`config.mk`:
```
export PLATFORM = sky130hd
export DESIGN_NAME = tilt_to_stepper_rate_ramp_top
export DESIGN_NICKNAME = d
export VERILOG_FILES = /design/src/rtl/ttsr_pkg.sv /design/src/rtl/ttsr_mul.sv /design/src/rtl/ttsr_div.sv /design/src/rtl/tilt_to_stepper_rate_ramp_top.sv
export SDC_FILE = /design/constraint.sdc
export NUM_CORES = 1
export LEC_CHECK = 0
export BUFFER_PORTS_ARGS = -buffer_cell sky130_fd_sc_hd__clkbuf_2
export CAP_MARGIN = 20
export CORE_MARGIN = 4
export CORE_UTILIZATION = 30
export CTS_CLUSTER_SIZE = 40
export DETAILED_ROUTE_END_ITERATION = 10
export PLACE_DENSITY = 0.46
export RECOVER_POWER = 100
export SLEW_MARGIN = 0
export SYNTH_ARGS = -nofsm -noshare
export SYNTH_HDL_FRONTEND = slang
export SYNTH_SLANG_ARGS = --single-unit
```
`constraint.sdc`:
```
create_clock -name clk -period 20.7 [get_ports clk]
set_input_delay 1.035 -clock clk [delete_from_list [all_inputs] [get_ports clk]]
set_output_delay 1.035 -clock clk [all_outputs]
set_load 0.05 [all_outputs]
```
`src/rtl/ttsr_pkg.sv`:
```
// Shared types and constants for the tilt-to-stepper rate ramp block.
// Used by ttsr_mul, ttsr_div and tilt_to_stepper_rate_ramp_top; no dependencies.
package ttsr_pkg;

    localparam int TILT_W   = 17;
    localparam int CFG16_W  = 16;
    localparam int TICK_W   = 27;
    localparam int CMP_W    = 26;
    localparam int PROD_W   = 2 * CFG16_W;
    localparam int IDX_W    = 3;
    localparam int ITER_W   = 5;

    // Quotient bits produced for the request scaling and the period division
    localparam int REQ_ITERS  = CFG16_W;
    localparam int TICK_ITERS = TICK_W;

    // Configuration register indexes
    localparam logic [IDX_W-1:0] REG_DEAD_BAND = 3'd0;
    localparam logic [IDX_W-1:0] REG_FULL_TILT = 3'd1;
    localparam logic [IDX_W-1:0] REG_MIN_RATE  = 3'd2;
    localparam logic [IDX_W-1:0] REG_MAX_RATE  = 3'd3;
    localparam logic [IDX_W-1:0] REG_RAMP_STEP = 3'd4;
    localparam logic [IDX_W-1:0] REG_TICK_RATE = 3'd5;

    // Reset values of the configuration registers
    localparam logic [CFG16_W-1:0] RST_DEAD_BAND = 16'd1792;
    localparam logic [CFG16_W-1:0] RST_FULL_TILT = 16'd5632;
    localparam logic [CFG16_W-1:0] RST_MIN_RATE  = 16'd120;
    localparam logic [CFG16_W-1:0] RST_MAX_RATE  = 16'd1200;
    localparam logic [CFG16_W-1:0] RST_RAMP_STEP = 16'd20;
    localparam logic [TICK_W-1:0]  RST_TICK_RATE = 27'd1000000;

    // Request to the shared bit-serial divider
    typedef struct packed {
        logic                start;
        logic [CFG16_W-1:0]  rem_init;
        logic [TICK_W-1:0]   dividend;
        logic [CFG16_W-1:0]  divisor;
        logic [ITER_W-1:0]   iters;
    } div_req_t;

endpackage

```
`src/rtl/ttsr_mul.sv`:
```
// Bit-serial 16 x 16 unsigned shift-and-add multiplier, one multiplier bit per cycle.
// Depends on ttsr_pkg for widths.
module ttsr_mul (
    input  logic                            clk,
    input  logic                            rst_n,
    input  logic                            start,
    input  logic [ttsr_pkg::CFG16_W-1:0]    a,
    input  logic [ttsr_pkg::CFG16_W-1:0]    b,
    output logic                            done,
    output logic [ttsr_pkg::PROD_W-1:0]     product
);

    localparam int CNT_W = $clog2(ttsr_pkg::CFG16_W);

    logic                           busy_reg, busy_next;
    logic                           done_reg, done_next;
    logic [CNT_W-1:0]               cnt_reg, cnt_next;
    logic [ttsr_pkg::PROD_W-1:0]    a_reg, a_next;
    logic [ttsr_pkg::CFG16_W-1:0]   b_reg, b_next;
    logic [ttsr_pkg::PROD_W-1:0]    acc_reg, acc_next;

    always_comb
    begin
        busy_next = busy_reg;
        done_next = 1'b0;
        cnt_next  = cnt_reg;
        a_next    = a_reg;
        b_next    = b_reg;
        acc_next  = acc_reg;
        if (start)
        begin
            busy_next = 1'b1;
            cnt_next  = CNT_W'(ttsr_pkg::CFG16_W - 1);
            a_next    = ttsr_pkg::PROD_W'(a);
            b_next    = b;
            acc_next  = '0;
        end
        else if (busy_reg)
        begin
            // add the shifted multiplicand where the current multiplier bit is set
            if (b_reg[0])
            begin
                acc_next = acc_reg + a_reg;
            end
            a_next   = {a_reg[ttsr_pkg::PROD_W-2:0], 1'b0};
            b_next   = {1'b0, b_reg[ttsr_pkg::CFG16_W-1:1]};
            cnt_next = cnt_reg - 1'b1;
            if (cnt_reg == '0)
            begin
                busy_next = 1'b0;
                done_next = 1'b1;
            end
        end
    end

    always_ff @(posedge clk or negedge rst_n)
    begin
        if (!rst_n)
        begin
            busy_reg <= 1'b0;
            done_reg <= 1'b0;
            cnt_reg  <= '0;
            a_reg    <= '0;
            b_reg    <= '0;
            acc_reg  <= '0;
        end
        else
        begin
            busy_reg <= busy_next;
            done_reg <= done_next;
            cnt_reg  <= cnt_next;
            a_reg    <= a_next;
            b_reg    <= b_next;
            acc_reg  <= acc_next;
        end
    end

    assign done    = done_reg;
    assign product = acc_reg;

endmodule

```
`src/rtl/ttsr_div.sv`:
```
// Bit-serial restoring divider, one quotient bit per cycle, shared by the
// request scaling and the timer period division. Depends on ttsr_pkg.
module ttsr_div (
    input  logic                            clk,
    input  logic                            rst_n,
    input  ttsr_pkg::div_req_t              req,
    output logic                            done,
    output logic [ttsr_pkg::TICK_W-1:0]     quotient
);

    logic                           busy_reg, busy_next;
    logic                           done_reg, done_next;
    logic [ttsr_pkg::ITER_W-1:0]    cnt_reg, cnt_next;
    logic [ttsr_pkg::CFG16_W-1:0]   rem_reg, rem_next;
    logic [ttsr_pkg::TICK_W-1:0]    num_reg, num_next;
    logic [ttsr_pkg::TICK_W-1:0]    q_reg, q_next;
    logic [ttsr_pkg::CFG16_W-1:0]   dvs_reg, dvs_next;
    logic [ttsr_pkg::CFG16_W:0]     rem_sh;
    logic [ttsr_pkg::CFG16_W:0]     rem_sub;
    logic                           fits;

    // Remainder stays below the divisor, so the shifted value needs one extra bit
    assign rem_sh  = {rem_reg, num_reg[ttsr_pkg::TICK_W-1]};
    assign fits    = rem_sh >= {1'b0, dvs_reg};
    assign rem_sub = rem_sh - {1'b0, dvs_reg};

    always_comb
    begin
        busy_next = busy_reg;
        done_next = 1'b0;
        cnt_next  = cnt_reg;
        rem_next  = rem_reg;
        num_next  = num_reg;
        q_next    = q_reg;
        dvs_next  = dvs_reg;
        if (req.start)
        begin
            busy_next = 1'b1;
            cnt_next  = req.iters;
            rem_next  = req.rem_init;
            num_next  = req.dividend;
            q_next    = '0;
            dvs_next  = req.divisor;
        end
        else if (busy_reg)
        begin
            rem_next = fits ? rem_sub[ttsr_pkg::CFG16_W-1:0] : rem_sh[ttsr_pkg::CFG16_W-1:0];
            q_next   = {q_reg[ttsr_pkg::TICK_W-2:0], fits};
            num_next = {num_reg[ttsr_pkg::TICK_W-2:0], 1'b0};
            cnt_next = cnt_reg - 1'b1;
            if (cnt_reg == ttsr_pkg::ITER_W'(1))
            begin
                busy_next = 1'b0;
                done_next = 1'b1;
            end
        end
    end

    always_ff @(posedge clk or negedge rst_n)
    begin
        if (!rst_n)
        begin
            busy_reg <= 1'b0;
            done_reg <= 1'b0;
            cnt_reg  <= '0;
            rem_reg  <= '0;
            num_reg  <= '0;
            q_reg    <= '0;
            dvs_reg  <= '0;
        end
        else
        begin
            busy_reg <= busy_next;
            done_reg <= done_next;
            cnt_reg  <= cnt_next;
            rem_reg  <= rem_next;
            num_reg  <= num_next;
            q_reg    <= q_next;
            dvs_reg  <= dvs_next;
        end
    end

    assign done     = done_reg;
    assign quotient = q_reg;

endmodule

```
`src/rtl/tilt_to_stepper_rate_ramp_top.sv`:
```
// Top level of the tilt-to-stepper rate ramp: control sequencer, settings and state.
// Depends on ttsr_pkg, ttsr_mul and ttsr_div.
//
// One tilt beat per control tick enters on in_valid/in_ready; one result beat
// leaves on out_valid/out_ready carrying the new step rate, timer reload,
// half-period compare value and the running/direction/loaded/started flags.
// Settings are written through wr_en/wr_index/wr_data, one register per cycle.
// Write them only while no tick is in flight; the block does not enforce this.
// The block handles one tick at a time. out_valid rises after S_UPDATE when
// the tilt is in the dead band or saturated and the new rate is zero, after the
// period division when the new rate is non-zero, and when the request lies on
// the slope only after a serial multiply and a first divider pass as well.
// in_ready rises together with out_valid, so a new tick is taken only once the
// last one is done; the divider sets the pace. A stalled receiver holds the
// output register, and the finished tick then waits in the final step with
// in_ready low.
// Reset stops the motor, selects forward, clears the rate and restores all
// settings to their defaults; no clearing pass is needed.
module tilt_to_stepper_rate_ramp_top (
    input  logic                                clk,
    input  logic                                rst_n,
    input  logic                                wr_en,
    input  logic [ttsr_pkg::IDX_W-1:0]          wr_index,
    input  logic [ttsr_pkg::TICK_W-1:0]         wr_data,
    input  logic                                in_valid,
    output logic                                in_ready,
    input  logic signed [ttsr_pkg::TILT_W-1:0]  tilt,
    output logic                                out_valid,
    input  logic                                out_ready,
    output logic [ttsr_pkg::CFG16_W-1:0]        step_rate,
    output logic [ttsr_pkg::TICK_W-1:0]         reload_value,
    output logic [ttsr_pkg::CMP_W-1:0]          compare_value,
    output logic                                running,
    output logic                                moving_forward,
    output logic                                rate_loaded,
    output logic                                started
);

    localparam int W16 = ttsr_pkg::CFG16_W;
    localparam int PAD = ttsr_pkg::TICK_W - ttsr_pkg::REQ_ITERS;

    typedef enum logic [2:0] {
        S_IDLE,
        S_PREP,
        S_MUL,
        S_DIV_REQ,
        S_UPDATE,
        S_DIV_TICK,
        S_DONE
    } state_t;

    // Settings
    logic [W16-1:0]                 dead_band_reg;
    logic [W16-1:0]                 full_tilt_reg;
    logic [W16-1:0]                 min_rate_reg;
    logic [W16-1:0]                 max_rate_reg;
    logic [W16-1:0]                 ramp_step_reg;
    logic [ttsr_pkg::TICK_W-1:0]    tick_rate_reg;

    // Sequencer, tick working values and motor state
    state_t                         state_reg, state_next;
    logic [ttsr_pkg::TILT_W-1:0]    mag_reg, mag_next;
    logic                           fwd_reg, fwd_next;
    logic [W16-1:0]                 req_reg, req_next;
    logic                           is_running_reg, is_running_next;
    logic                           active_fwd_reg, active_fwd_next;
    logic [W16-1:0]                 cur_rate_reg, cur_rate_next;
    logic                           loaded_reg, loaded_next;
    logic                           started_reg, started_next;
    logic [ttsr_pkg::TICK_W-1:0]    counts_reg, counts_next;

    // Output register
    logic                           out_valid_reg, out_valid_next;
    logic [W16-1:0]                 o_rate_reg, o_rate_next;
    logic [ttsr_pkg::TICK_W-1:0]    o_reload_reg, o_reload_next;
    logic [ttsr_pkg::CMP_W-1:0]     o_compare_reg, o_compare_next;
    logic                           o_running_reg, o_running_next;
    logic                           o_fwd_reg, o_fwd_next;
    logic                           o_loaded_reg, o_loaded_next;
    logic                           o_started_reg, o_started_next;

    logic [W16-1:0]                 width_w;
    logic [W16-1:0]                 span;
    logic [ttsr_pkg::TILT_W-1:0]    d_full;
    logic                           in_band;
    logic                           saturated;
    logic                           mul_start;
    logic                           mul_done;
    logic [ttsr_pkg::PROD_W-1:0]    product;
    ttsr_pkg::div_req_t             div_req;
    logic                           div_done;
    logic [ttsr_pkg::TICK_W-1:0]    quotient;

    // Ramp update results
    logic                           upd_running;
    logic                           upd_fwd;
    logic [W16-1:0]                 upd_rate;
    logic                           upd_loaded;
    logic                           upd_started;
    logic [W16:0]                   brake_floor;
    logic [W16-1:0]                 diff;

    assign width_w   = (full_tilt_reg > dead_band_reg) ? (full_tilt_reg - dead_band_reg) : '0;
    assign span      = (max_rate_reg > min_rate_reg) ? (max_rate_reg - min_rate_reg) : '0;
    assign d_full    = mag_reg - ttsr_pkg::TILT_W'(dead_band_reg);
    assign in_band   = mag_reg <= ttsr_pkg::TILT_W'(dead_band_reg);
    assign saturated = d_full >= ttsr_pkg::TILT_W'(width_w);

    ttsr_mul u_mul (
        .clk     (clk),
        .rst_n   (rst_n),
        .start   (mul_start),
        .a       (d_full[W16-1:0]),
        .b       (span),
        .done    (mul_done),
        .product (product)
    );

    ttsr_div u_div (
        .clk      (clk),
        .rst_n    (rst_n),
        .req      (div_req),
        .done     (div_done),
        .quotient (quotient)
    );

    // Ramp rule applied once per tick on the registered request
    always_comb
    begin
        upd_running = is_running_reg;
        upd_fwd     = active_fwd_reg;
        upd_rate    = cur_rate_reg;
        upd_loaded  = 1'b0;
        upd_started = 1'b0;
        brake_floor = {1'b0, min_rate_reg} + {1'b0, ramp_step_reg};
        diff        = '0;
        if ((req_reg == '0 && is_running_reg) ||
            (req_reg != '0 && is_running_reg && fwd_reg != active_fwd_reg))
        begin
            // brake: step down, or stop once within one ramp step of the start rate
            if ({1'b0, cur_rate_reg} > brake_floor)
            begin
                upd_rate   = cur_rate_reg - ramp_step_reg;
                upd_loaded = 1'b1;
            end
            else
            begin
                upd_rate    = '0;
                upd_running = 1'b0;
            end
        end
        else if (req_reg != '0 && !is_running_reg)
        begin
            upd_fwd     = fwd_reg;
            upd_rate    = min_rate_reg;
            upd_running = 1'b1;
            upd_loaded  = 1'b1;
            upd_started = 1'b1;
        end
        else if (req_reg != '0 && cur_rate_reg < req_reg)
        begin
            diff       = req_reg - cur_rate_reg;
            upd_rate   = (diff <= ramp_step_reg) ? req_reg : cur_rate_reg + ramp_step_reg;
            upd_loaded = 1'b1;
        end
        else if (req_reg != '0 && cur_rate_reg > req_reg)
        begin
            diff       = cur_rate_reg - req_reg;
            upd_rate   = (diff <= ramp_step_reg) ? req_reg : cur_rate_reg - ramp_step_reg;
            upd_loaded = 1'b1;
        end
    end

    always_comb
    begin
        state_next      = state_reg;
        mag_next        = mag_reg;
        fwd_next        = fwd_reg;
        req_next        = req_reg;
        is_running_next = is_running_reg;
        active_fwd_next = active_fwd_reg;
        cur_rate_next   = cur_rate_reg;
        loaded_next     = loaded_reg;
        started_next    = started_reg;
        counts_next     = counts_reg;
        out_valid_next  = out_valid_reg;
        o_rate_next     = o_rate_reg;
        o_reload_next   = o_reload_reg;
        o_compare_next  = o_compare_reg;
        o_running_next  = o_running_reg;
        o_fwd_next      = o_fwd_reg;
        o_loaded_next   = o_loaded_reg;
        o_started_next  = o_started_reg;
        mul_start       = 1'b0;
        div_req         = '0;

        if (out_valid_reg && out_ready)
        begin
            out_valid_next = 1'b0;
        end

        case (state_reg)
            S_IDLE:
            begin
                if (in_valid)
                begin
                    mag_next   = tilt[ttsr_pkg::TILT_W-1] ? ttsr_pkg::TILT_W'(-tilt)
                                                          : ttsr_pkg::TILT_W'(tilt);
                    fwd_next   = !tilt[ttsr_pkg::TILT_W-1] && (tilt != '0);
                    state_next = S_PREP;
                end
            end
            S_PREP:
            begin
                if (in_band)
                begin
                    req_next   = '0;
                    state_next = S_UPDATE;
                end
                else if (saturated)
                begin
                    req_next   = min_rate_reg + span;
                    state_next = S_UPDATE;
                end
                else
                begin
                    mul_start  = 1'b1;
                    state_next = S_MUL;
                end
            end
            S_MUL:
            begin
                if (mul_done)
                begin
                    // high half is already below the divisor, so only the low bits remain
                    div_req.start    = 1'b1;
                    div_req.rem_init = product[ttsr_pkg::PROD_W-1:W16];
                    div_req.dividend = {product[W16-1:0], {PAD{1'b0}}};
                    div_req.divisor  = width_w;
                    div_req.iters    = ttsr_pkg::ITER_W'(ttsr_pkg::REQ_ITERS);
                    state_next       = S_DIV_REQ;
                end
            end
            S_DIV_REQ:
            begin
                if (div_done)
                begin
                    req_next   = min_rate_reg + quotient[W16-1:0];
                    state_next = S_UPDATE;
                end
            end
            S_UPDATE:
            begin
                is_running_next = upd_running;
                active_fwd_next = upd_fwd;
                cur_rate_next   = upd_rate;
                loaded_next     = upd_loaded;
                started_next    = upd_started;
                if (upd_rate != '0)
                begin
                    div_req.start    = 1'b1;
                    div_req.rem_init = '0;
                    div_req.dividend = tick_rate_reg;
                    div_req.divisor  = upd_rate;
                    div_req.iters    = ttsr_pkg::ITER_W'(ttsr_pkg::TICK_ITERS);
                    state_next       = S_DIV_TICK;
                end
                else
                begin
                    counts_next = '0;
                    state_next  = S_DONE;
                end
            end
            S_DIV_TICK:
            begin
                if (div_done)
                begin
                    counts_next = quotient;
                    state_next  = S_DONE;
                end
            end
            S_DONE:
            begin
                // hold here while the previous beat is still waiting
                if (!out_valid_reg || out_ready)
                begin
                    out_valid_next = 1'b1;
                    o_rate_next    = cur_rate_reg;
                    o_reload_next  = (counts_reg != '0) ? counts_reg - 1'b1 : '0;
                    o_compare_next = counts_reg[ttsr_pkg::TICK_W-1:1];
                    o_running_next = is_running_reg;
                    o_fwd_next     = active_fwd_reg;
                    o_loaded_next  = loaded_reg;
                    o_started_next = started_reg;
                    state_next     = S_IDLE;
                end
            end
            default:
            begin
                state_next = S_IDLE;
            end
        endcase
    end

    always_ff @(posedge clk or negedge rst_n)
    begin
        if (!rst_n)
        begin
            state_reg      <= S_IDLE;
            mag_reg        <= '0;
            fwd_reg        <= 1'b0;
            req_reg        <= '0;
            is_running_reg <= 1'b0;
            active_fwd_reg <= 1'b1;
            cur_rate_reg   <= '0;
            loaded_reg     <= 1'b0;
            started_reg    <= 1'b0;
            counts_reg     <= '0;
            out_valid_reg  <= 1'b0;
            o_rate_reg     <= '0;
            o_reload_reg   <= '0;
            o_compare_reg  <= '0;
            o_running_reg  <= 1'b0;
            o_fwd_reg      <= 1'b1;
            o_loaded_reg   <= 1'b0;
            o_started_reg  <= 1'b0;
        end
        else
        begin
            state_reg      <= state_next;
            mag_reg        <= mag_next;
            fwd_reg        <= fwd_next;
            req_reg        <= req_next;
            is_running_reg <= is_running_next;
            active_fwd_reg <= active_fwd_next;
            cur_rate_reg   <= cur_rate_next;
            loaded_reg     <= loaded_next;
            started_reg    <= started_next;
            counts_reg     <= counts_next;
            out_valid_reg  <= out_valid_next;
            o_rate_reg     <= o_rate_next;
            o_reload_reg   <= o_reload_next;
            o_compare_reg  <= o_compare_next;
            o_running_reg  <= o_running_next;
            o_fwd_reg      <= o_fwd_next;
            o_loaded_reg   <= o_loaded_next;
            o_started_reg  <= o_started_next;
        end
    end

    // Settings registers; unknown indexes are dropped
    always_ff @(posedge clk or negedge rst_n)
    begin
        if (!rst_n)
        begin
            dead_band_reg <= ttsr_pkg::RST_DEAD_BAND;
            full_tilt_reg <= ttsr_pkg::RST_FULL_TILT;
            min_rate_reg  <= ttsr_pkg::RST_MIN_RATE;
            max_rate_reg  <= ttsr_pkg::RST_MAX_RATE;
            ramp_step_reg <= ttsr_pkg::RST_RAMP_STEP;
            tick_rate_reg <= ttsr_pkg::RST_TICK_RATE;
        end
        else if (wr_en)
        begin
            case (wr_index)
                ttsr_pkg::REG_DEAD_BAND: dead_band_reg <= wr_data[W16-1:0];
                ttsr_pkg::REG_FULL_TILT: full_tilt_reg <= wr_data[W16-1:0];
                ttsr_pkg::REG_MIN_RATE:  min_rate_reg  <= wr_data[W16-1:0];
                ttsr_pkg::REG_MAX_RATE:  max_rate_reg  <= wr_data[W16-1:0];
                ttsr_pkg::REG_RAMP_STEP: ramp_step_reg <= wr_data[W16-1:0];
                ttsr_pkg::REG_TICK_RATE: tick_rate_reg <= wr_data;
                default:
                begin
                end
            endcase
        end
    end

    assign in_ready       = (state_reg == S_IDLE);
    assign out_valid      = out_valid_reg;
    assign step_rate      = o_rate_reg;
    assign reload_value   = o_reload_reg;
    assign compare_value  = o_compare_reg;
    assign running        = o_running_reg;
    assign moving_forward = o_fwd_reg;
    assign rate_loaded    = o_loaded_reg;
    assign started        = o_started_reg;

endmodule
```
# [Yosys cells after proc, flatten, opt, wreduce, memory -nomap -nowiden]
# Cells that the tools add are included.
[totals] out_inout_bits=75 ramBits=0 ff_bits=444 mem_bits_ro=0 mem_count=0 latch_bits=0
[classes] order_cmp=10 div=0 mux=76 n_shift=0 multipliers=0 n_reduce_logical=41 bitwise=1 eq_ne=21 add_sub_neg=16
[op_table] cell="16-bit 2-to-1 mux" count=17
[op_table] cell="27-bit 2-to-1 mux" count=7
[op_table] cell="32-bit 2-to-1 mux" count=5
[op_table] cell="65-bit 2-to-1 mux" count=2
[op_table] cell="65-bit case mux with 2 select lines" count=1
[op_table] cell="16-bit subtractor" count=6
[op_table] cell="27-bit case mux with 2 select lines" count=1
[op_table] cell="16-bit adder" count=3
[op_table] cell="16-bit greater-than comparator" count=3
[op_table] cell="17-bit by 16-bit >= comparator with 1-bit output" count=2
[op_table] cell="32-bit adder" count=1
[op_table] cell="16-bit less-or-equal comparator" count=2
[op_table] cell="16-bit case mux with 2 select lines" count=1
[op_table] cell="16-bit nonzero test" count=2
[op_table] cell="1-bit 2-to-1 mux" count=28
[op_table] cell="27-bit nonzero test" count=1
[op_table] cell="27-bit by 1-bit subtractor with 27-bit output, second input constant" count=1
[op_table] cell="3-bit 2-to-1 mux" count=7
[op_table] cell="3-bit case mux with 7 select lines" count=1
[op_table] cell="2-bit AND reduction" count=9
[op_table] cell="16-bit by 16-bit adder with 17-bit output" count=1
[op_table] cell="16-bit by 17-bit greater-than comparator with 1-bit output" count=1
[op_table] cell="17-bit by 16-bit less-or-equal comparator with 1-bit output" count=1
[op_table] cell="17-bit 2-to-1 mux" count=1
[op_table] cell="27 further kinds" count=61

# [Depth between registers and ports, before layout]
[depth] depth_word=11 mapped_depth=35 depth_no_buf=29

# [By module]
# Synthesis repeated with hierarchy kept, for this count alone.
[hier_totals] hier_cells=3572 hier_area_um2=31298.8
[by_module_without_submodules] module="tilt_to_stepper_rate_ramp_top" instances=1 area_per_inst_um2=21132.8 seq_area_each_um2=6662.6 cells_each=2500
[by_module_without_submodules] module="ttsr_mul" instances=1 area_per_inst_um2=5242.5 seq_area_each_um2=2152.1 cells_each=563
[by_module_without_submodules] module="ttsr_div" instances=1 area_per_inst_um2=4923.5 seq_area_each_um2=2327.2 cells_each=509

# [Least setup slack after synthesis]
# No wires, ideal clock.
[synth_timing] kind="register to register" start="register cur_rate_reg[1]" end="register u_div.num_reg[10] (netlist bit)" path_slack_ps=14054 t_arrival_ps=6521 stages_incl_launch_ff=33 setup_time_ps=125 t_required_ps=20575 synth_period_minus_slack_ps=6646 path_cell_list="dfrtp_1 > inv_1 > fa_1 > a21o_1 > a21oi_1 > o21bai_1 > a21oi_1 > o21ai_0 > a21oi_1 > o21bai_1 > a21oi_1 > o21ai_0 > a21o_1 > a21oi_1 > xnor2_1 > ha_1 > nand4_1 > or2_1 > a211o_1 > and3_1 > buf_2 > nor2_2 > buf_2 > o21ai_0 > a211oi_2 > o22ai_1 > or4_1 > buf_2 > or3_1 > buf_6 > o21ai_4 > buf_12 > mux2_4"
[synth_via] elab_chain_cells=11 word_cells_on_any_way=23 cone_classes="4 x add/sub; 5 x order compare; 10 x mux; 4 x reduce/logical"
[synth_rtl] element="start, declared" line="tilt_to_stepper_rate_ramp_top.sv:67" source="logic [W16-1:0] cur_rate_reg, cur_rate_next;"
[synth_rtl] element="start signal, assigned" line="tilt_to_stepper_rate_ramp_top.sv:336" source="cur_rate_reg <= cur_rate_next;"
[synth_rtl] element="16-bit subtractor" line="tilt_to_stepper_rate_ramp_top.sv:168" source="diff = cur_rate_reg - req_reg;"
[synth_rtl] element="16-bit less-or-equal comparator" line="tilt_to_stepper_rate_ramp_top.sv:169" source="upd_rate = (diff <= ramp_step_reg) ? req_reg : cur_rate_reg - ramp_step_reg;"
[synth_rtl] element="16-bit 2-to-1 mux" line="tilt_to_stepper_rate_ramp_top.sv:169"
[synth_rtl] element="16-bit 2-to-1 mux" line="tilt_to_stepper_rate_ramp_top.sv:166" source="else if (req_reg != '0 && cur_rate_reg > req_reg)"
[synth_rtl] element="16-bit 2-to-1 mux" line="tilt_to_stepper_rate_ramp_top.sv:160" source="else if (req_reg != '0 && cur_rate_reg < req_reg)"
[synth_rtl] element="16-bit 2-to-1 mux" line="tilt_to_stepper_rate_ramp_top.sv:152" source="else if (req_reg != '0 && !is_running_reg)"
[synth_rtl] element="16-bit 2-to-1 mux *" line="tilt_to_stepper_rate_ramp_top.sv:137" source="if ((req_reg == '0 && is_running_reg) ||"
[synth_rtl] element="16-bit nonzero test *" line="tilt_to_stepper_rate_ramp_top.sv:259" source="if (upd_rate != '0)"
[synth_rtl] element="65-bit 2-to-1 mux *" line="tilt_to_stepper_rate_ramp_top.sv:259"
[synth_rtl] element="65-bit case mux with 2 select lines *" line="tilt_to_stepper_rate_ramp_top.sv:202" source="case (state_reg)"
[synth_rtl] element="27-bit 2-to-1 mux / 2-bit nonzero test (equally long branches)"
[synth_rtl] element="end signal, assigned" line="ttsr_div.sv:77" source="num_reg <= num_next;"
[synth_rtl] element="end, declared" line="ttsr_div.sv:15" source="logic [ttsr_pkg::TICK_W-1:0] num_reg, num_next;"
# Every way passes the cells marked *; elsewhere a longest branch is shown, timed or not.
# A chain may end at the register's enable or synchronous reset.

# [Worst setup path after layout]
[layout_timing] start="register cur_rate_reg[1]" end="register counts_reg[24] (netlist bit)"
[layout_via] elab_chain_cells=10 word_cells_on_any_way=21 cone_classes="4 x add/sub; 5 x order compare; 1 x eq/ne; 7 x mux; 4 x reduce/logical"
[layout_rtl] element="16-bit subtractor" line="tilt_to_stepper_rate_ramp_top.sv:168"
[layout_rtl] element="16-bit less-or-equal comparator" line="tilt_to_stepper_rate_ramp_top.sv:169"
[layout_rtl] element="16-bit 2-to-1 mux" line="tilt_to_stepper_rate_ramp_top.sv:169"
[layout_rtl] element="16-bit 2-to-1 mux" line="tilt_to_stepper_rate_ramp_top.sv:166"
[layout_rtl] element="16-bit 2-to-1 mux" line="tilt_to_stepper_rate_ramp_top.sv:160"
[layout_rtl] element="16-bit 2-to-1 mux" line="tilt_to_stepper_rate_ramp_top.sv:152"
[layout_rtl] element="16-bit 2-to-1 mux *" line="tilt_to_stepper_rate_ramp_top.sv:137"
[layout_rtl] element="16-bit nonzero test *" line="tilt_to_stepper_rate_ramp_top.sv:259"
[layout_rtl] element="2-bit != test (no line) *"
[layout_rtl] element="3-bit AND reduction (no line) *"
[layout_rtl] element="end signal, assigned" line="tilt_to_stepper_rate_ramp_top.sv:339" source="counts_reg <= counts_next;"
[layout_rtl] element="end, declared" line="tilt_to_stepper_rate_ramp_top.sv:70" source="logic [ttsr_pkg::TICK_W-1:0] counts_reg, counts_next;"
# Marked as above.

==> metrics.md <==
| Metric | Value |
|---|---|
| GRT Resource Usage Total | 0.191 |
| Post-synth EDFFs | 0 |
| Peak VDD IR | ~0.00012 V |
| Violated checks | capacitance limit, slew limit |
| Share of cells above drive strength 1 | 0.0793 |
| Path type of the worst min-delay path | flop to flop |
| Ys flop type | dfrtp_1 |
| Via Count | ~26,000 |
| Slew HR | -2.42 |
| Post-DP Area | 33,200 um2 |
| Yosys top cell by area | dfrtp_1 |
| Initial antenna violation count | 2 |
| Post-synth top cells | nand2_1 (447), dfrtp_1 (419), o21ai_0 (280) |
| Die Footprint | about 110,000 um2 |
| Post-DP HPWL | about 80,000 um |
| Synth cell types | 90 |
| Post-route ant nets | 0 |
| Post-CTS Repair Setup Buffers | 0 |
| Drt wl/cell | 21.2 um |
| RePlAce Congestion | slightly above 0.9 |
| Area delta synth->final | 11.7% |
| Layout net count | 3,922 |
| CTS Buf Count | 55 |
| Number of port buffers | 126 |
| H-tree depth | 2 |
| Floorplan row count | 118 |
| Ports | 127 |
| Initial core utilization | 0.302 |
| Latest clock arrival within the worst-skew pair | ~0.66 ns |
| FF+latch count, synth | between 400 and 500 |
| Vias in the first global route | 25,500 |
| DR DRC count | 0 |
| Period utilization | 0.516 |
| Synth area leaders | dfrtp_1 (34%), ha_1 (11%), nand2_1 (5.4%) |
| Endpoints failing setup | 0 |
| TritonCTS clock tree | done |
| Total clock sinks | 444 |
| Kind of critical path | flop to flop |
| Setup TNS | 0 ns |
| Drt pass-1 iters | 6 |
| Avg Inst Size Synth | roughly 8.8 um2 |
| Reg clk slew, reported paths | ~0.06 ns |
| # hold bufs at CTS | 0 |
| Synth Net Count | between 3,000 and 4,000 |
| Sequential share of the synthesized area | 0.357 |
| Met3 Usage GRT | 0.0271 |
| Crit end category | flop |
| Tmin final | 10.69 ns |
| Clk buf depth | 3 |
| P per Cell Area | approximately 190 nW/um2 |
| Grt total ovfl | 0 |
| Post-cts sizing count | 0 |
| Busiest metal layer after global routing | met1 |
| Slew @ Worst Pin | 5.12 ns |
| Die H | 331 um |
| Most frequent cell after synthesis | nand2_1 |
| F_max | ~94 MHz |
| Ys async rst share | 1.00 |
| Post-synthesis cell count | 3,538 |
| Cell area after layout | 34,900 um2 |
| Mapped Area | between 30,000 and 40,000 um2 |
| Max FO, Critical Path | 27 |
| Leakage Power | between 15 and 20 nW |
| Critical path data required time | approximately 21 ns |
| RSZ-0062 raised after global routing | no |
| Critical path arrival | 11.07 ns |
| Met1 Track Usage GR | 0.289 |
| Die Span X | between 300 and 400 um |
| Global Route met2 Usage | 0.288 |
| Final WL | 106,000 um |
| Top cell type's share of synthesized area | 0.336 |
| Clock Skew | 0.0391 ns |
| Core box area | between 100,000 and 150,000 um2 |
| Via/cell ratio | 5.25 |
| Syn. warnings | 0 |
| DR iter-0 viols | between 1,500 and 2,000 |
| Fin. max-slew vios | a little over 800 |
| Root buffer cell | clkbuf_16 |
| Largest net degree at the start of global routing | 90 |
| Max cap viols | 15 |
| Status | complete, but fails checks |
| Global-route wire length before repair | approximately 160,000 um |
| R2r setup slk | approximately 10 ns |
| Final Hold Vio Count | 0 |
| Setup crit start kind | flop |
## layout make-up
type	instances	area, um2
Sequential cell	444	11100
Clock inverter	22	244
Inverter	170	638
Timing Repair Buffer	168	771
Fill cell	11000	68500
Antenna cell	1	2.50
Clock buffer	80	1640
Tap cell	1380	1730
Multi-Input combinational cell	2750	18700
## power breakdown
group,total [mW],switching (mW),internal [mW]
combinational,4.13,2.60,1.53
clock,1.01,0.411,0.599
sequential,1.49,0.331,1.16
## layer usage
layer	vias to the layer above	share of wire	wire length, um
li1	12800	-	-
met1	12800	0.50	53500
met2	591	0.43	45300
met3	124	0.048	5060
met4	0	0.023	2450
met5	-	0	0
## critical path: stages, from the launching register on
cell and delay (ns):
dfrtp_1 0.53, inv_1 0.24, fa_1 0.47, a21o_1 0.21
a21oi_1 0.25, o21bai_1 0.09, a21oi_1 0.24, o21ai_0 0.11
a21oi_1 0.22, o21bai_1 0.09, a21oi_1 0.25, o21ai_0 0.19
a21o_1 0.21, a21oi_1 0.18, xnor2_1 0.10, ha_1 0.33
nand4_1 0.08, or2_0 0.29, a211o_1 0.26, and3_1 0.29
nor2_1 0.73, o21ai_0 0.20, a211oi_1 0.32, o22ai_1 0.16
or4_1 0.90, or3_1 0.78, nor3_1 2.26, o21ai_0 0.40
## per-stage QoR
step           instances  hold slack, ns  setup WS [ns]  power, mW  utilization
6_report            5015           0.462          10.01       6.63        0.337
5_1_grt             5014           0.492           8.99       7.16        0.337
4_1_cts             5013           0.393          11.79       6.67        0.340
3_5_place_dp        4911           0.454          11.82       5.62        0.322
3_3_place_gp        4911           0.449          11.95       5.62        0.322
2_1_floorplan       3538           0.439          14.05       4.43            -
## cells in the final DEF, fill, tap and decap left out, drive strengths merged, types with 30 or more instances in the layout
master,instances
or3,30
dfrtp,419
o21ai,288
ha,269
xor2,63
o211ai,59
nor2b,44
nor2,225
a21o,84
mux2i,111
mux2,73
o21bai,31
nand2,448
nand2b,49
nand4,37
nor4,36
a21oi,234
nor3,108
nand3,61
clkbuf,227
inv,172
a22oi,40
o21a,30
xnor2,143
## cell families (layout without fill, tap and decap cells)
family	count (synthesis)	in the layout	synth area share
buffers and inverters	344	440	0.0445
AOI/OAI and AO/OA	960	960	0.196
other	0	1	0
and+or+nand+nor	1119	1119	0.166
adders and majority gates	281	281	0.116
DFF	444	444	0.357
xor gates and xnor gates	206	206	0.0578
muxes	184	184	0.0630
## final timing paths
| path | start | endpoint | cells past startpoint |
|---|---|---|---|
| worst max-delay path | cur_rate_reg[1] | counts_reg[24] | 27 |
| worst min-delay path | moving_forward | moving_forward | 2 |
| worst max register to register | cur_rate_reg[1] | counts_reg[24] | 27 |
| worst min register to register | moving_forward | moving_forward | 2 |
| max in group asynchronous | rst_n | fwd_reg | 3 |
| min in group asynchronous | rst_n | step_rate[8] | 1 |
No activity file was read; power rests on OpenSTA's default activity.
